[src/hw/rtl/epba_pkg.sv]
// Shared types, constants and helper functions for the entropy pool accounting block.
`timescale 1ns / 1ps
`default_nettype none
package epba_pkg;

  localparam int TS_W       = 48;
  localparam int CREDIT_W   = 25;
  localparam int REQ_W      = 16;
  localparam int POOL_W     = 22;
  localparam int GRANT_W    = 7;
  localparam int EVT_W      = 5;
  localparam int CFG_IDX_W  = 2;
  localparam int CFG_DATA_W = 22;
  localparam int DIFF_W     = 53;
  localparam int ABS_W      = 51;
  localparam int MSB_W      = 6;

  localparam int FRAC_BITS_DEF   = 16;
  localparam int QUEUE_DEPTH_DEF = 4;

  localparam logic [POOL_W-1:0]  POOL_BYTES_RST = POOL_W'(4096);
  localparam logic [GRANT_W-1:0] GRANT_MAX_RST  = GRANT_W'(32);
  localparam logic [EVT_W-1:0]   MAX_EVENT_RST  = EVT_W'(11);

  typedef enum logic [1:0] {
    OP_TIMING   = 2'd0,
    OP_CREDIT   = 2'd1,
    OP_WITHDRAW = 2'd2,
    OP_DRAIN    = 2'd3
  } opcode_t;

  typedef enum logic [CFG_IDX_W-1:0] {
    REG_POOL_BYTES = 2'd0,
    REG_GRANT_MAX  = 2'd1,
    REG_MAX_EVENT  = 2'd2
  } cfg_reg_t;

  typedef struct packed {
    logic [POOL_W-1:0]  pool_bytes;
    logic [GRANT_W-1:0] grant_bytes_max;
    logic [EVT_W-1:0]   event_credit_max;
  } cfg_t;

  typedef struct packed {
    opcode_t             op;
    logic [CREDIT_W-1:0] amount;
    logic [REQ_W-1:0]    request_bytes;
    logic                prng_allowed;
  } job_t;

  function automatic logic [MSB_W-1:0] msb_index(input logic [ABS_W-1:0] v);
    logic [MSB_W-1:0] idx;
    idx = '0;
    for (int i = 0; i < ABS_W; i++) begin
      if (v[i]) begin
        idx = MSB_W'(i);
      end
    end
    return idx;
  endfunction

  function automatic logic [ABS_W-1:0] abs_diff(input logic signed [DIFF_W-1:0] v);
    logic signed [DIFF_W-1:0] neg;
    neg = -v;
    return (v < 0) ? neg[ABS_W-1:0] : v[ABS_W-1:0];
  endfunction

endpackage
`default_nettype wire

[src/hw/rtl/epba_front.sv]
// Front end: accepts items, differences timing events and computes their credit.
`timescale 1ns / 1ps
`default_nettype none
module epba_front #(
  parameter int FRAC_BITS = epba_pkg::FRAC_BITS_DEF
) (
  input  logic                            clk,
  input  logic                            rst,
  input  logic                            in_valid,
  output logic                            in_ready,
  input  logic [1:0]                      opcode,
  input  logic [epba_pkg::TS_W-1:0]       timestamp,
  input  logic [epba_pkg::CREDIT_W-1:0]   credit_bits,
  input  logic [epba_pkg::REQ_W-1:0]      request_bytes,
  input  logic                            prng_allowed,
  input  epba_pkg::cfg_t                  cfg,
  output logic                            q_push,
  output epba_pkg::job_t                  q_job,
  input  logic                            q_ready
);
  import epba_pkg::*;

  localparam logic [MSB_W:0] FracW = (MSB_W + 1)'(FRAC_BITS);

  logic [TS_W-1:0]          prev_time;
  logic signed [ABS_W-1:0]  pred2;
  logic signed [ABS_W:0]    pred3;

  logic signed [DIFF_W-1:0] ts_s, pt_s, d1, d2, d3, pred2_sum, pred3_sum;
  logic                     accept;

  logic                     a_valid;
  opcode_t                  a_op;
  logic [CREDIT_W-1:0]      a_credit;
  logic [REQ_W-1:0]         a_req;
  logic                     a_prng;
  logic [ABS_W-1:0]         a_abs1, a_abs2, a_abs3;

  logic [MSB_W-1:0]         m1, m2, m3, m12, mmin;
  logic                     any_zero;
  logic [MSB_W:0]           e_raw;
  logic [EVT_W-1:0]         e_credit;

  assign in_ready = !a_valid || q_ready;
  assign accept   = in_valid && in_ready;

  // History is kept as three predictions so that all differences form in parallel.
  always_comb begin
    ts_s      = DIFF_W'({5'b0, timestamp});
    pt_s      = DIFF_W'({5'b0, prev_time});
    d1        = ts_s - pt_s;
    d2        = ts_s - DIFF_W'(pred2);
    d3        = ts_s - DIFF_W'(pred3);
    pred2_sum = ts_s + ts_s - pt_s;
    pred3_sum = ts_s + ts_s + ts_s - pt_s - DIFF_W'(pred2);
  end

  always_ff @(posedge clk) begin
    if (rst) begin
      prev_time <= '0;
      pred2     <= '0;
      pred3     <= '0;
      a_valid   <= 1'b0;
    end else begin
      if (accept) begin
        a_valid <= 1'b1;
        if (opcode_t'(opcode) == OP_TIMING) begin
          prev_time <= timestamp;
          pred2     <= pred2_sum[ABS_W-1:0];
          pred3     <= pred3_sum[ABS_W:0];
        end
      end else if (q_ready) begin
        a_valid <= 1'b0;
      end
    end
  end

  always_ff @(posedge clk) begin
    if (accept) begin
      a_op     <= opcode_t'(opcode);
      a_credit <= credit_bits;
      a_req    <= request_bytes;
      a_prng   <= prng_allowed;
      a_abs1   <= abs_diff(d1);
      a_abs2   <= abs_diff(d2);
      a_abs3   <= abs_diff(d3);
    end
  end

  // The leading-one position is monotonic, so the minimum can be taken after encoding.
  always_comb begin
    m1       = msb_index(a_abs1);
    m2       = msb_index(a_abs2);
    m3       = msb_index(a_abs3);
    m12      = (m1 < m2) ? m1 : m2;
    mmin     = (m12 < m3) ? m12 : m3;
    any_zero = (a_abs1 == '0) || (a_abs2 == '0) || (a_abs3 == '0);
    if (any_zero || ({1'b0, mmin} < FracW)) begin
      e_raw = '0;
    end else begin
      e_raw = {1'b0, mmin} - FracW;
    end
    if (e_raw > (MSB_W + 1)'(cfg.event_credit_max)) begin
      e_credit = cfg.event_credit_max;
    end else begin
      e_credit = e_raw[EVT_W-1:0];
    end
  end

  always_comb begin
    q_push              = a_valid;
    q_job.op            = a_op;
    q_job.amount        = (a_op == OP_TIMING) ? CREDIT_W'(e_credit) : a_credit;
    q_job.request_bytes = a_req;
    q_job.prng_allowed  = a_prng;
  end

endmodule
`default_nettype wire

[src/hw/rtl/epba_queue.sv]
// Short first-in first-out queue of classified items between front and back.
`timescale 1ns / 1ps
`default_nettype none
module epba_queue #(
  parameter int DEPTH = epba_pkg::QUEUE_DEPTH_DEF
) (
  input  logic           clk,
  input  logic           rst,
  input  logic           push,
  input  epba_pkg::job_t push_job,
  output logic           push_ready,
  output logic           pop_valid,
  output epba_pkg::job_t pop_job,
  input  logic           pop
);
  import epba_pkg::*;

  localparam int PtrW = (DEPTH > 1) ? $clog2(DEPTH) : 1;
  localparam int CntW = $clog2(DEPTH + 1);
  localparam logic [PtrW-1:0] LastPtr = PtrW'(DEPTH - 1);
  localparam logic [CntW-1:0] FullCnt = CntW'(DEPTH);

  job_t            entries [DEPTH];
  logic [PtrW-1:0] wr_ptr, rd_ptr;
  logic [CntW-1:0] count;
  logic            do_push, do_pop;

  assign push_ready = (count != FullCnt);
  assign pop_valid  = (count != '0);
  assign pop_job    = entries[rd_ptr];
  assign do_push    = push && push_ready;
  assign do_pop     = pop && pop_valid;

  always_ff @(posedge clk) begin
    if (rst) begin
      wr_ptr <= '0;
      rd_ptr <= '0;
      count  <= '0;
    end else begin
      if (do_push) begin
        wr_ptr <= (wr_ptr == LastPtr) ? '0 : wr_ptr + 1'b1;
      end
      if (do_pop) begin
        rd_ptr <= (rd_ptr == LastPtr) ? '0 : rd_ptr + 1'b1;
      end
      if (do_push && !do_pop) begin
        count <= count + 1'b1;
      end else if (do_pop && !do_push) begin
        count <= count - 1'b1;
      end
    end
  end

  always_ff @(posedge clk) begin
    if (do_push) begin
      entries[wr_ptr] <= push_job;
    end
  end

endmodule
`default_nettype wire

[src/hw/rtl/epba_back.sv]
// Back end: applies items to the bit count and registers the results.
`timescale 1ns / 1ps
`default_nettype none
module epba_back (
  input  logic                          clk,
  input  logic                          rst,
  input  logic                          q_valid,
  input  epba_pkg::job_t                q_job,
  output logic                          q_pop,
  input  epba_pkg::cfg_t                cfg,
  output logic                          out_valid,
  input  logic                          out_ready,
  output logic [epba_pkg::CREDIT_W-1:0] amount,
  output logic [epba_pkg::CREDIT_W-1:0] pool_bits,
  output logic                          pool_full,
  output logic                          almost_full
);
  import epba_pkg::*;

  logic [CREDIT_W-1:0] bit_count, bit_count_next, amount_next;
  logic                r1_valid;
  logic [CREDIT_W-1:0] r1_amount, r1_bits;
  logic                out_load, r1_free;

  logic [CREDIT_W-1:0] cap;
  logic [CREDIT_W:0]   sum, dif, room;
  logic [POOL_W-1:0]   limit, n1;
  logic [GRANT_W-1:0]  n2;

  assign out_load = r1_valid && (!out_valid || out_ready);
  assign r1_free  = !r1_valid || out_load;
  assign q_pop    = q_valid && r1_free;
  assign cap      = {cfg.pool_bytes, 3'b000};

  always_comb begin
    sum   = {1'b0, bit_count} + {1'b0, q_job.amount};
    limit = bit_count[CREDIT_W-1:3];
    if (!q_job.prng_allowed && (POOL_W'(q_job.request_bytes) > limit)) begin
      n1 = limit;
    end else begin
      n1 = POOL_W'(q_job.request_bytes);
    end
    if (n1 > POOL_W'(cfg.grant_bytes_max)) begin
      n2 = cfg.grant_bytes_max;
    end else begin
      n2 = n1[GRANT_W-1:0];
    end
    dif = {1'b0, bit_count} - {16'b0, n2, 3'b000};
    case (q_job.op)
      OP_TIMING, OP_CREDIT: begin
        amount_next    = q_job.amount;
        bit_count_next = (sum > {1'b0, cap}) ? cap : sum[CREDIT_W-1:0];
      end
      OP_WITHDRAW: begin
        amount_next    = CREDIT_W'(n2);
        bit_count_next = dif[CREDIT_W] ? '0 : dif[CREDIT_W-1:0];
      end
      OP_DRAIN: begin
        amount_next    = '0;
        bit_count_next = '0;
      end
      default: begin
        amount_next    = '0;
        bit_count_next = bit_count;
      end
    endcase
  end

  always_ff @(posedge clk) begin
    if (rst) begin
      bit_count <= '0;
      r1_valid  <= 1'b0;
      out_valid <= 1'b0;
    end else begin
      if (q_pop) begin
        bit_count <= bit_count_next;
        r1_valid  <= 1'b1;
      end else if (out_load) begin
        r1_valid  <= 1'b0;
      end
      if (out_load) begin
        out_valid <= 1'b1;
      end else if (out_ready) begin
        out_valid <= 1'b0;
      end
    end
  end

  assign room = {1'b0, cap} - {1'b0, r1_bits};

  always_ff @(posedge clk) begin
    if (q_pop) begin
      r1_amount <= amount_next;
      r1_bits   <= bit_count_next;
    end
    if (out_load) begin
      amount      <= r1_amount;
      pool_bits   <= r1_bits;
      pool_full   <= (r1_bits == cap);
      almost_full <= $signed(room) < $signed({16'b0, cfg.grant_bytes_max, 3'b000});
    end
  end

endmodule
`default_nettype wire

[src/hw/rtl/entropy_pool_bit_accounting.sv]
// Top level of the entropy pool bit accounting block.
`timescale 1ns / 1ps
`default_nettype none
// The block takes one item per clock cycle unless out_ready stalls it, and returns one
// result per item, in order. An item passes the front stages (differencing, then credit
// encoding) into a queue, and two back stages (bit count update, then flag evaluation)
// to the output register, held in turn in the front register, a queue entry and the
// bit count register. The bit count update sets the unstalled rate of one item per cycle.
// Configuration writes are taken in every cycle and must be made while the block is idle.
module entropy_pool_bit_accounting #(
  parameter int FRAC_BITS   = epba_pkg::FRAC_BITS_DEF,
  parameter int QUEUE_DEPTH = epba_pkg::QUEUE_DEPTH_DEF
) (
  input  logic                            clk,
  input  logic                            rst,
  input  logic                            in_valid,
  output logic                            in_ready,
  input  logic [1:0]                      opcode,
  input  logic [epba_pkg::TS_W-1:0]       timestamp,
  input  logic [epba_pkg::CREDIT_W-1:0]   credit_bits,
  input  logic [epba_pkg::REQ_W-1:0]      request_bytes,
  input  logic                            prng_allowed,
  output logic                            out_valid,
  input  logic                            out_ready,
  output logic [epba_pkg::CREDIT_W-1:0]   amount,
  output logic [epba_pkg::CREDIT_W-1:0]   pool_bits,
  output logic                            pool_full,
  output logic                            almost_full,
  input  logic                            cfg_valid,
  output logic                            cfg_ready,
  input  logic [epba_pkg::CFG_IDX_W-1:0]  cfg_index,
  input  logic [epba_pkg::CFG_DATA_W-1:0] cfg_data
);
  import epba_pkg::*;

  cfg_t cfg;
  logic q_push, q_ready, q_valid, q_pop;
  job_t push_job, pop_job;

  assign cfg_ready = 1'b1;

  always_ff @(posedge clk) begin
    if (rst) begin
      cfg.pool_bytes       <= POOL_BYTES_RST;
      cfg.grant_bytes_max  <= GRANT_MAX_RST;
      cfg.event_credit_max <= MAX_EVENT_RST;
    end else if (cfg_valid && cfg_ready) begin
      case (cfg_reg_t'(cfg_index))
        REG_POOL_BYTES: cfg.pool_bytes       <= cfg_data[POOL_W-1:0];
        REG_GRANT_MAX:  cfg.grant_bytes_max  <= cfg_data[GRANT_W-1:0];
        REG_MAX_EVENT:  cfg.event_credit_max <= cfg_data[EVT_W-1:0];
        default: begin
        end
      endcase
    end
  end

  epba_front #(
    .FRAC_BITS(FRAC_BITS)
  ) u_front (
    .clk          (clk),
    .rst          (rst),
    .in_valid     (in_valid),
    .in_ready     (in_ready),
    .opcode       (opcode),
    .timestamp    (timestamp),
    .credit_bits  (credit_bits),
    .request_bytes(request_bytes),
    .prng_allowed (prng_allowed),
    .cfg          (cfg),
    .q_push       (q_push),
    .q_job        (push_job),
    .q_ready      (q_ready)
  );

  epba_queue #(
    .DEPTH(QUEUE_DEPTH)
  ) u_queue (
    .clk       (clk),
    .rst       (rst),
    .push      (q_push),
    .push_job  (push_job),
    .push_ready(q_ready),
    .pop_valid (q_valid),
    .pop_job   (pop_job),
    .pop       (q_pop)
  );

  epba_back u_back (
    .clk        (clk),
    .rst        (rst),
    .q_valid    (q_valid),
    .q_job      (pop_job),
    .q_pop      (q_pop),
    .cfg        (cfg),
    .out_valid  (out_valid),
    .out_ready  (out_ready),
    .amount     (amount),
    .pool_bits  (pool_bits),
    .pool_full  (pool_full),
    .almost_full(almost_full)
  );

endmodule
`default_nettype wire
[config.mk]
export PLATFORM = sky130hd
export DESIGN_NAME = entropy_pool_bit_accounting
export DESIGN_NICKNAME = d
export VERILOG_FILES = /design/src/hw/rtl/epba_pkg.sv /design/src/hw/rtl/epba_front.sv /design/src/hw/rtl/epba_queue.sv /design/src/hw/rtl/epba_back.sv /design/src/hw/rtl/entropy_pool_bit_accounting.sv
export SDC_FILE = /design/constraint.sdc
export NUM_CORES = 2
export LEC_CHECK = 0
export BUFFER_PORTS_ARGS = -buffer_cell sky130_fd_sc_hd__buf_2
export CORE_MARGIN = 8
export CORE_UTILIZATION = 55
export DETAILED_ROUTE_END_ITERATION = 16
export GPL_TIMING_DRIVEN = 0
export PLACE_DENSITY = 0.79
export SYNTH_ARGS = -nofsm -noshare
export SYNTH_HDL_FRONTEND = slang
export SYNTH_SLANG_ARGS = --single-unit
[constraint.sdc]
create_clock -name clk -period 15.5 [get_ports clk]
set_input_delay 2.325 -clock clk [delete_from_list [all_inputs] [get_ports clk]]
set_output_delay 2.325 -clock clk [all_outputs]
set_load 0.01 [all_outputs]
# [Word-level counts from Yosys, hierarchy flattened]
# Memory sizes are Yosys's and may differ from the RTL's. A register that Yosys moved wholly into a read port is not among the register bits.
# Cells that the tools add are included.
[totals] output_inout_bits=55 regBits=519 word_cells=281 memories=1 mem_bits_rw=176
[op_classes] order_cmp=11 mux=178 n_eq_ne=9 addsub=19 reduce_logical=37
[memory_table] memory="u_queue.entries" words=4 word_bits=44 read_ports=1 rd_ports_with_merged_regs=1 wr=1 line_no="epba_queue.sv:23" rtl="job_t entries [DEPTH];"
[ops] cell="two-way mux 6 bit" count=59
[ops] cell="two-way mux 5 bit" count=49
[ops] cell="zero test 51 bit" count=3
[ops] cell="two-way mux 51 bit" count=3
[ops] cell="one-hot mux 25 bit (3 select lines)" count=2
[ops] cell="negation 51 bit" count=2
[ops] cell="two-way mux 4 bit" count=24
[ops] cell="two-way mux 25 bit" count=3
[ops] cell="< comparator 53 x 1 -> 1 bit, second input constant" count=1
[ops] cell="subtractor 49 x 52 -> 53 bit" count=1
[ops] cell="adder 52 x 49 -> 52 bit" count=1
[ops] cell="< comparator 52 x 1 -> 1 bit, second input constant" count=1
[ops] cell="subtractor 49 x 51 -> 52 bit" count=1
[ops] cell="subtractor 52 x 49 -> 52 bit" count=1
[ops] cell="subtractor 52 x 51 -> 52 bit" count=1
[ops] cell="negation 49 -> 51 bit" count=1
[ops] cell="subtractor 51 x 49 -> 51 bit" count=1
[ops] cell="adder 48 x 48 -> 49 bit" count=1
[ops] cell="< comparator 49 x 1 -> 1 bit, second input constant" count=1
[ops] cell="subtractor 48 x 48 -> 49 bit" count=1
[ops] cell="two-way mux 3 bit" count=14
[ops] cell="adder 25 x 25 -> 26 bit" count=1
[ops] cell="greater-than comparator 26 x 25 -> 1 bit" count=1
[ops] cell="< comparator 26 x 11 -> 1 bit" count=1
[ops] cell="other kinds (27)" count=80

# [Depth between registers and ports, before layout]
[logic_depth] ltp_word=60 ltp_mapped=46 depth_no_buf=42

# [Modules after synthesis]
# A second synthesis with hierarchy kept.
[hier_totals] hier_cells=5862 hier_area_um2=53037.1
[modules_own_cells] mod="epba_front" area_each_um2=35301.4 seq_area_each_um2=8958.6 n_inst=1 cells_each=4456
[modules_own_cells] mod="epba_back" area_each_um2=9451.6 seq_area_each_um2=3603.5 n_inst=1 cells_each=986
[modules_own_cells] mod="epba_queue" area_each_um2=6815.3 seq_area_each_um2=5465.2 n_inst=1 cells_each=278
[modules_own_cells] mod="entropy_pool_bit_accounting" area_each_um2=1468.9 seq_area_each_um2=680.7 n_inst=1 cells_each=142

# [Least setup slack after synthesis]
# No wires, ideal clock.
[synth_timing] path_type="register to register" startpoint="register (tool-made name)" endpoint="register u_back.bit_count[13]" required_ns=15.385 period_less_slack_ns=8.808 slack_ns=6.692 path_buffers=6 path_stages_with_launch=44 arrival_ns=8.693 path_cell_list="dfxtp_1 > clkbuf_1 > clkbuf_1 > clkbuf_1 > mux4_2 > ha_1 > a21o_1 > a21o_1 > a211oi_1 > o21a_1 > o21ai_0 > a21oi_1 > nor2b_1 > o211ai_1 > clkbuf_1 > nand2_1 > o21ai_0 > ha_1 > [8 not listed] > a41oi_1 > nor2_1 > mux2i_1 > fa_1 > a21o_1 > a21oi_1 > nand2b_1 > nand2_1 > a21oi_1 > nor2b_1 > nor3b_1 > and2_0 > clkbuf_1 > nand2_1 > nand2_1 > clkbuf_1 > o22ai_1 > o21a_1"
[synth_lines] element="to (signal assigned)" line_no="epba_back.sv:76" rtl="bit_count <= bit_count_next;"
[synth_lines] element="to (decl)" line_no="epba_back.sv:20" rtl="logic [CREDIT_W-1:0] bit_count, bit_count_next, amount_next;"

==> reports/qor.tcl <==
set qor(synthToLayoutAreaGrowth_pct) 10.5
set qor(synth.yosys.seq_area_share_pct) 37.3
set qor(die_x_um) 318
set qor(start_util_pct) 55.7
set qor(leakage_nw) 20.8
set qor(pin_count) 176
set qor(global_route_met3_utilization_pct) 6.87
set qor(cts-resized-gates) 0
set qor(most_frequent_cell_after_synthesis) {nand2_1}
set qor(number_of_global_route_vias_before_repair) 41200
set qor(timing.fmax_ghz) 0.0877
set qor(nets) 6270
set qor(grtUsageMet2_pct) 48.1
set qor(drc) 0
set qor(endpoint_kind) {flop}
set qor(antenna_violating_nets_post_route) 0
set qor(synth.top_cell.area_share_pct) 28.4
set qor(routed_wirelength_mm) 162
set qor(top_usage_layer) {met2}
set qor(min_period_ns) 11.40
set qor(postSynth.asyncResetShare_pct) 0
set qor(most_frequent_cell_on_critical_path) {clkbuf_1}
set qor(clock_tree.root_cell) {clkbuf_16}
set qor(flip_flop_cell_with_the_highest_count_after_synthesis) {edfxtp_1}
set qor(yosysWarnings) 0
set qor(worstSetupStartpointType) {flop}
set qor(crit_path_max_incr_delay_ns) 0.67
set qor(place.gp.congestion) 0.999
set qor(synthCells) 5407
set qor(postLayoutCoreUtil_pct) 61.5
set qor(row_count) 110
set qor(cp_slowest_cell) {clkbuf_1}
set qor(synth_largest_area_cell) {edfxtp_1}
set qor(cts.path.max_buffers) 3
set qor(synth.lib_cells_used.distinct) 96
set qor(clock_sinks) 697
set qor(critPathKind) {reg -> reg}
set qor(die_h_um) 318
set qor(setup_viol) 0
set qor(power_per_cell_area_nw_per_um2) 151
set qor(final_tns_setup_ns) 0
set qor(synth_edf_count) 475
set qor(tritoncts_buffers) 79
set qor(post-cts-setup-buffers) 0
set qor(place.detailed.hpwl_mm) 126
set qor(fp.dieArea_um2) 101000
set qor(clk_pin_slew_ns) 0.06
set qor(grt-ovfl-total) 0
set qor(final-hold-violation-count) 0
set qor(htree_num_levels) 3
set qor(timing.final.max_slew_violations) 0
set qor(routed_wire_length_per_instance_um) 23.4
set qor(cp_data_required_time_ns) 16.06
set qor(clk-insertion-delay-late_ns) 0.67
set qor(drv.max_cap_violation_count) 0
set qor(synth-seq-cells) 697
set qor(cts_tree) {done}
set qor(synth.avg_cell_area_um2) 9.28
set qor(worst_pin_slew_ns) 1.20
set qor(synth_common_cells) {nand2_1 (571), a21oi_1 (515), edfxtp_1 (475)}
set qor(detail_route.first_pass.iterations) 6
set qor(grt_antenna_before_repair) 9
set qor(core_region_area_um2) 90100
set qor(critical_path_arrival_ns) 11.97
set qor(ys_top_cells_by_area) {edfxtp_1 (28%), ha_1 (9.5%), dfxtp_1 (8.9%), a21oi_1 (5.1%), nand2_1 (4.3%)}
set qor(final.period_utilization_pct) 73.6
set qor(buffers_added_on_ports) 173
set qor(routed_via_density) 6.34
set qor(drt_iter0_drc) 5249
set qor(status) {complete, no violations}
set qor(hold_class) {reg -> reg}
set qor(critical_path_peak_fanout) 10
set qor(total_number_of_vias) 43800
set qor(gr-usage-all-layers_pct) 30.6
set qor(holdBufCountCts) 0
set qor(drive_gt1_share_pct) 7.75
set qor(mappedNetlistArea_um2) 50200
set qor(clock_skew_ns) 0.0183
set qor(max-slew-margin-rel_pct) 19.0
set qor(grt_start_max_net_pins) 103
set qor(grt_pass1_wl_mm) 243
set qor(grt_use_met1_pct) 40.8
set qor(ir_drop_uv) 94.5
set qor(setup_repair_after_global_routing_missed_its_margin) {false}
set qor(min-delay-start) {u_back.r1_amount[1]}
-- through the flow --
stage,setup WS [ns],instances,hold slack [ns],instance area (um2),power (W)
2_1_floorplan,6.69,5408,0.400,50200,0.00525
3_3_place_gp,4.39,6757,0.401,52500,0.00622
3_5_place_dp,4.41,6764,0.405,52700,0.00630
4_1_cts,4.32,6906,0.409,55400,0.00828
5_1_grt,3.39,6910,0.410,55400,0.00879
6_report,4.10,6914,0.410,55400,0.00837
-- registers in the layout, summed over array words and instances (netlist names), 34 cells and up, named ones only --
signal,cells
cfg,34
u_front.a_abs1,51
u_front.pred3,52
u_front.prev_time,48
u_front.pred2,51
u_front.a_abs3,51
u_front.a_abs2,51
u_queue.entries,176
-- kinds of logic (layout without fill, tap and decap cells) --
logic type	after synthesis	after routing	synth area share [%]
buf+inv	550	872	4.16
simple gates	1707	1707	16.4
fa+ha+maj	480	480	13.5
xor+xnor	367	367	6.42
flops	697	697	37.3
mux	102	102	3.14
compound gates	1502	1502	19.1
other cells	2	11	0.0150
-- power by group --
group | internal (W) | switching, W
combinational | 0.00144 | 0.00230
sequential | 0.00246 | 0.000210
clock | 0.00114 | 0.000824
total | 0.00504 | 0.00333
-- layout by cell type (no fill, tap or decap), types with 43 or more instances in the layout --
cell / count
xnor2_1: 244
a31oi_1: 63
o21ai_0: 272
nor4_1: 57
nand2b_1: 73
clkbuf_1: 147
a21oi_1: 515
nor2_1: 383
edfxtp_1: 475
mux4_2: 43
inv_1: 390
xor2_1: 122
and2_1: 53
ha_1: 379
o21a_1: 91
dfxtp_1: 222
and3_1: 52
clkbuf_16: 81
fa_1: 101
nand2_1: 571
nor2b_1: 75
nor3_1: 124
mux2i_1: 47
a21o_1: 156
or3_1: 49
buf_2: 180
a211oi_1: 59
nand4_1: 44
nand3_1: 97
-- path summary, 6_finish.rpt --
| kind | endpoint | slack, ns | cells past startpoint |
|---|---|---|---|
| setup / recovery | u_back.bit_count[15] | 4.10 | 43 |
| hold / removal | u_back.amount[1] | 0.41 | 0 |
| setup reg to reg | u_back.bit_count[15] | 4.10 | 43 |
| hold reg to reg | u_back.amount[1] | 0.41 | 0 |
-- layer usage --
metal | share of wire (%) | up-vias
met2 | 44 | 2388
li1 | - | 20200
met1 | 40 | 20800
met4 | 4.5 | 2
met3 | 11 | 413
met5 | 0.0080 | -
-- cell type report --
class                   instances  area, um2
fillers                      7423      34700
plain buffers                 159        621
well taps                    1176       1470
clock buffers                  95       2120
repair buffers                180       1010
diodes                          8       20.0
multi-input cells            4161      29400
flip-flops and latches        697      18700
inverters                     391       1480
clock inverters                47        608
-- worst max-delay path, delay by kind of cell (launching register included) --
kind            cells  cell delay [ns]
mux                 2             0.92
flops               1             0.32
fa+ha+maj           3             1.02
buf+inv             6             3.13
compound gates     18             3.46
simple gates       14             2.43
Power figures use the tool's default switching activity.
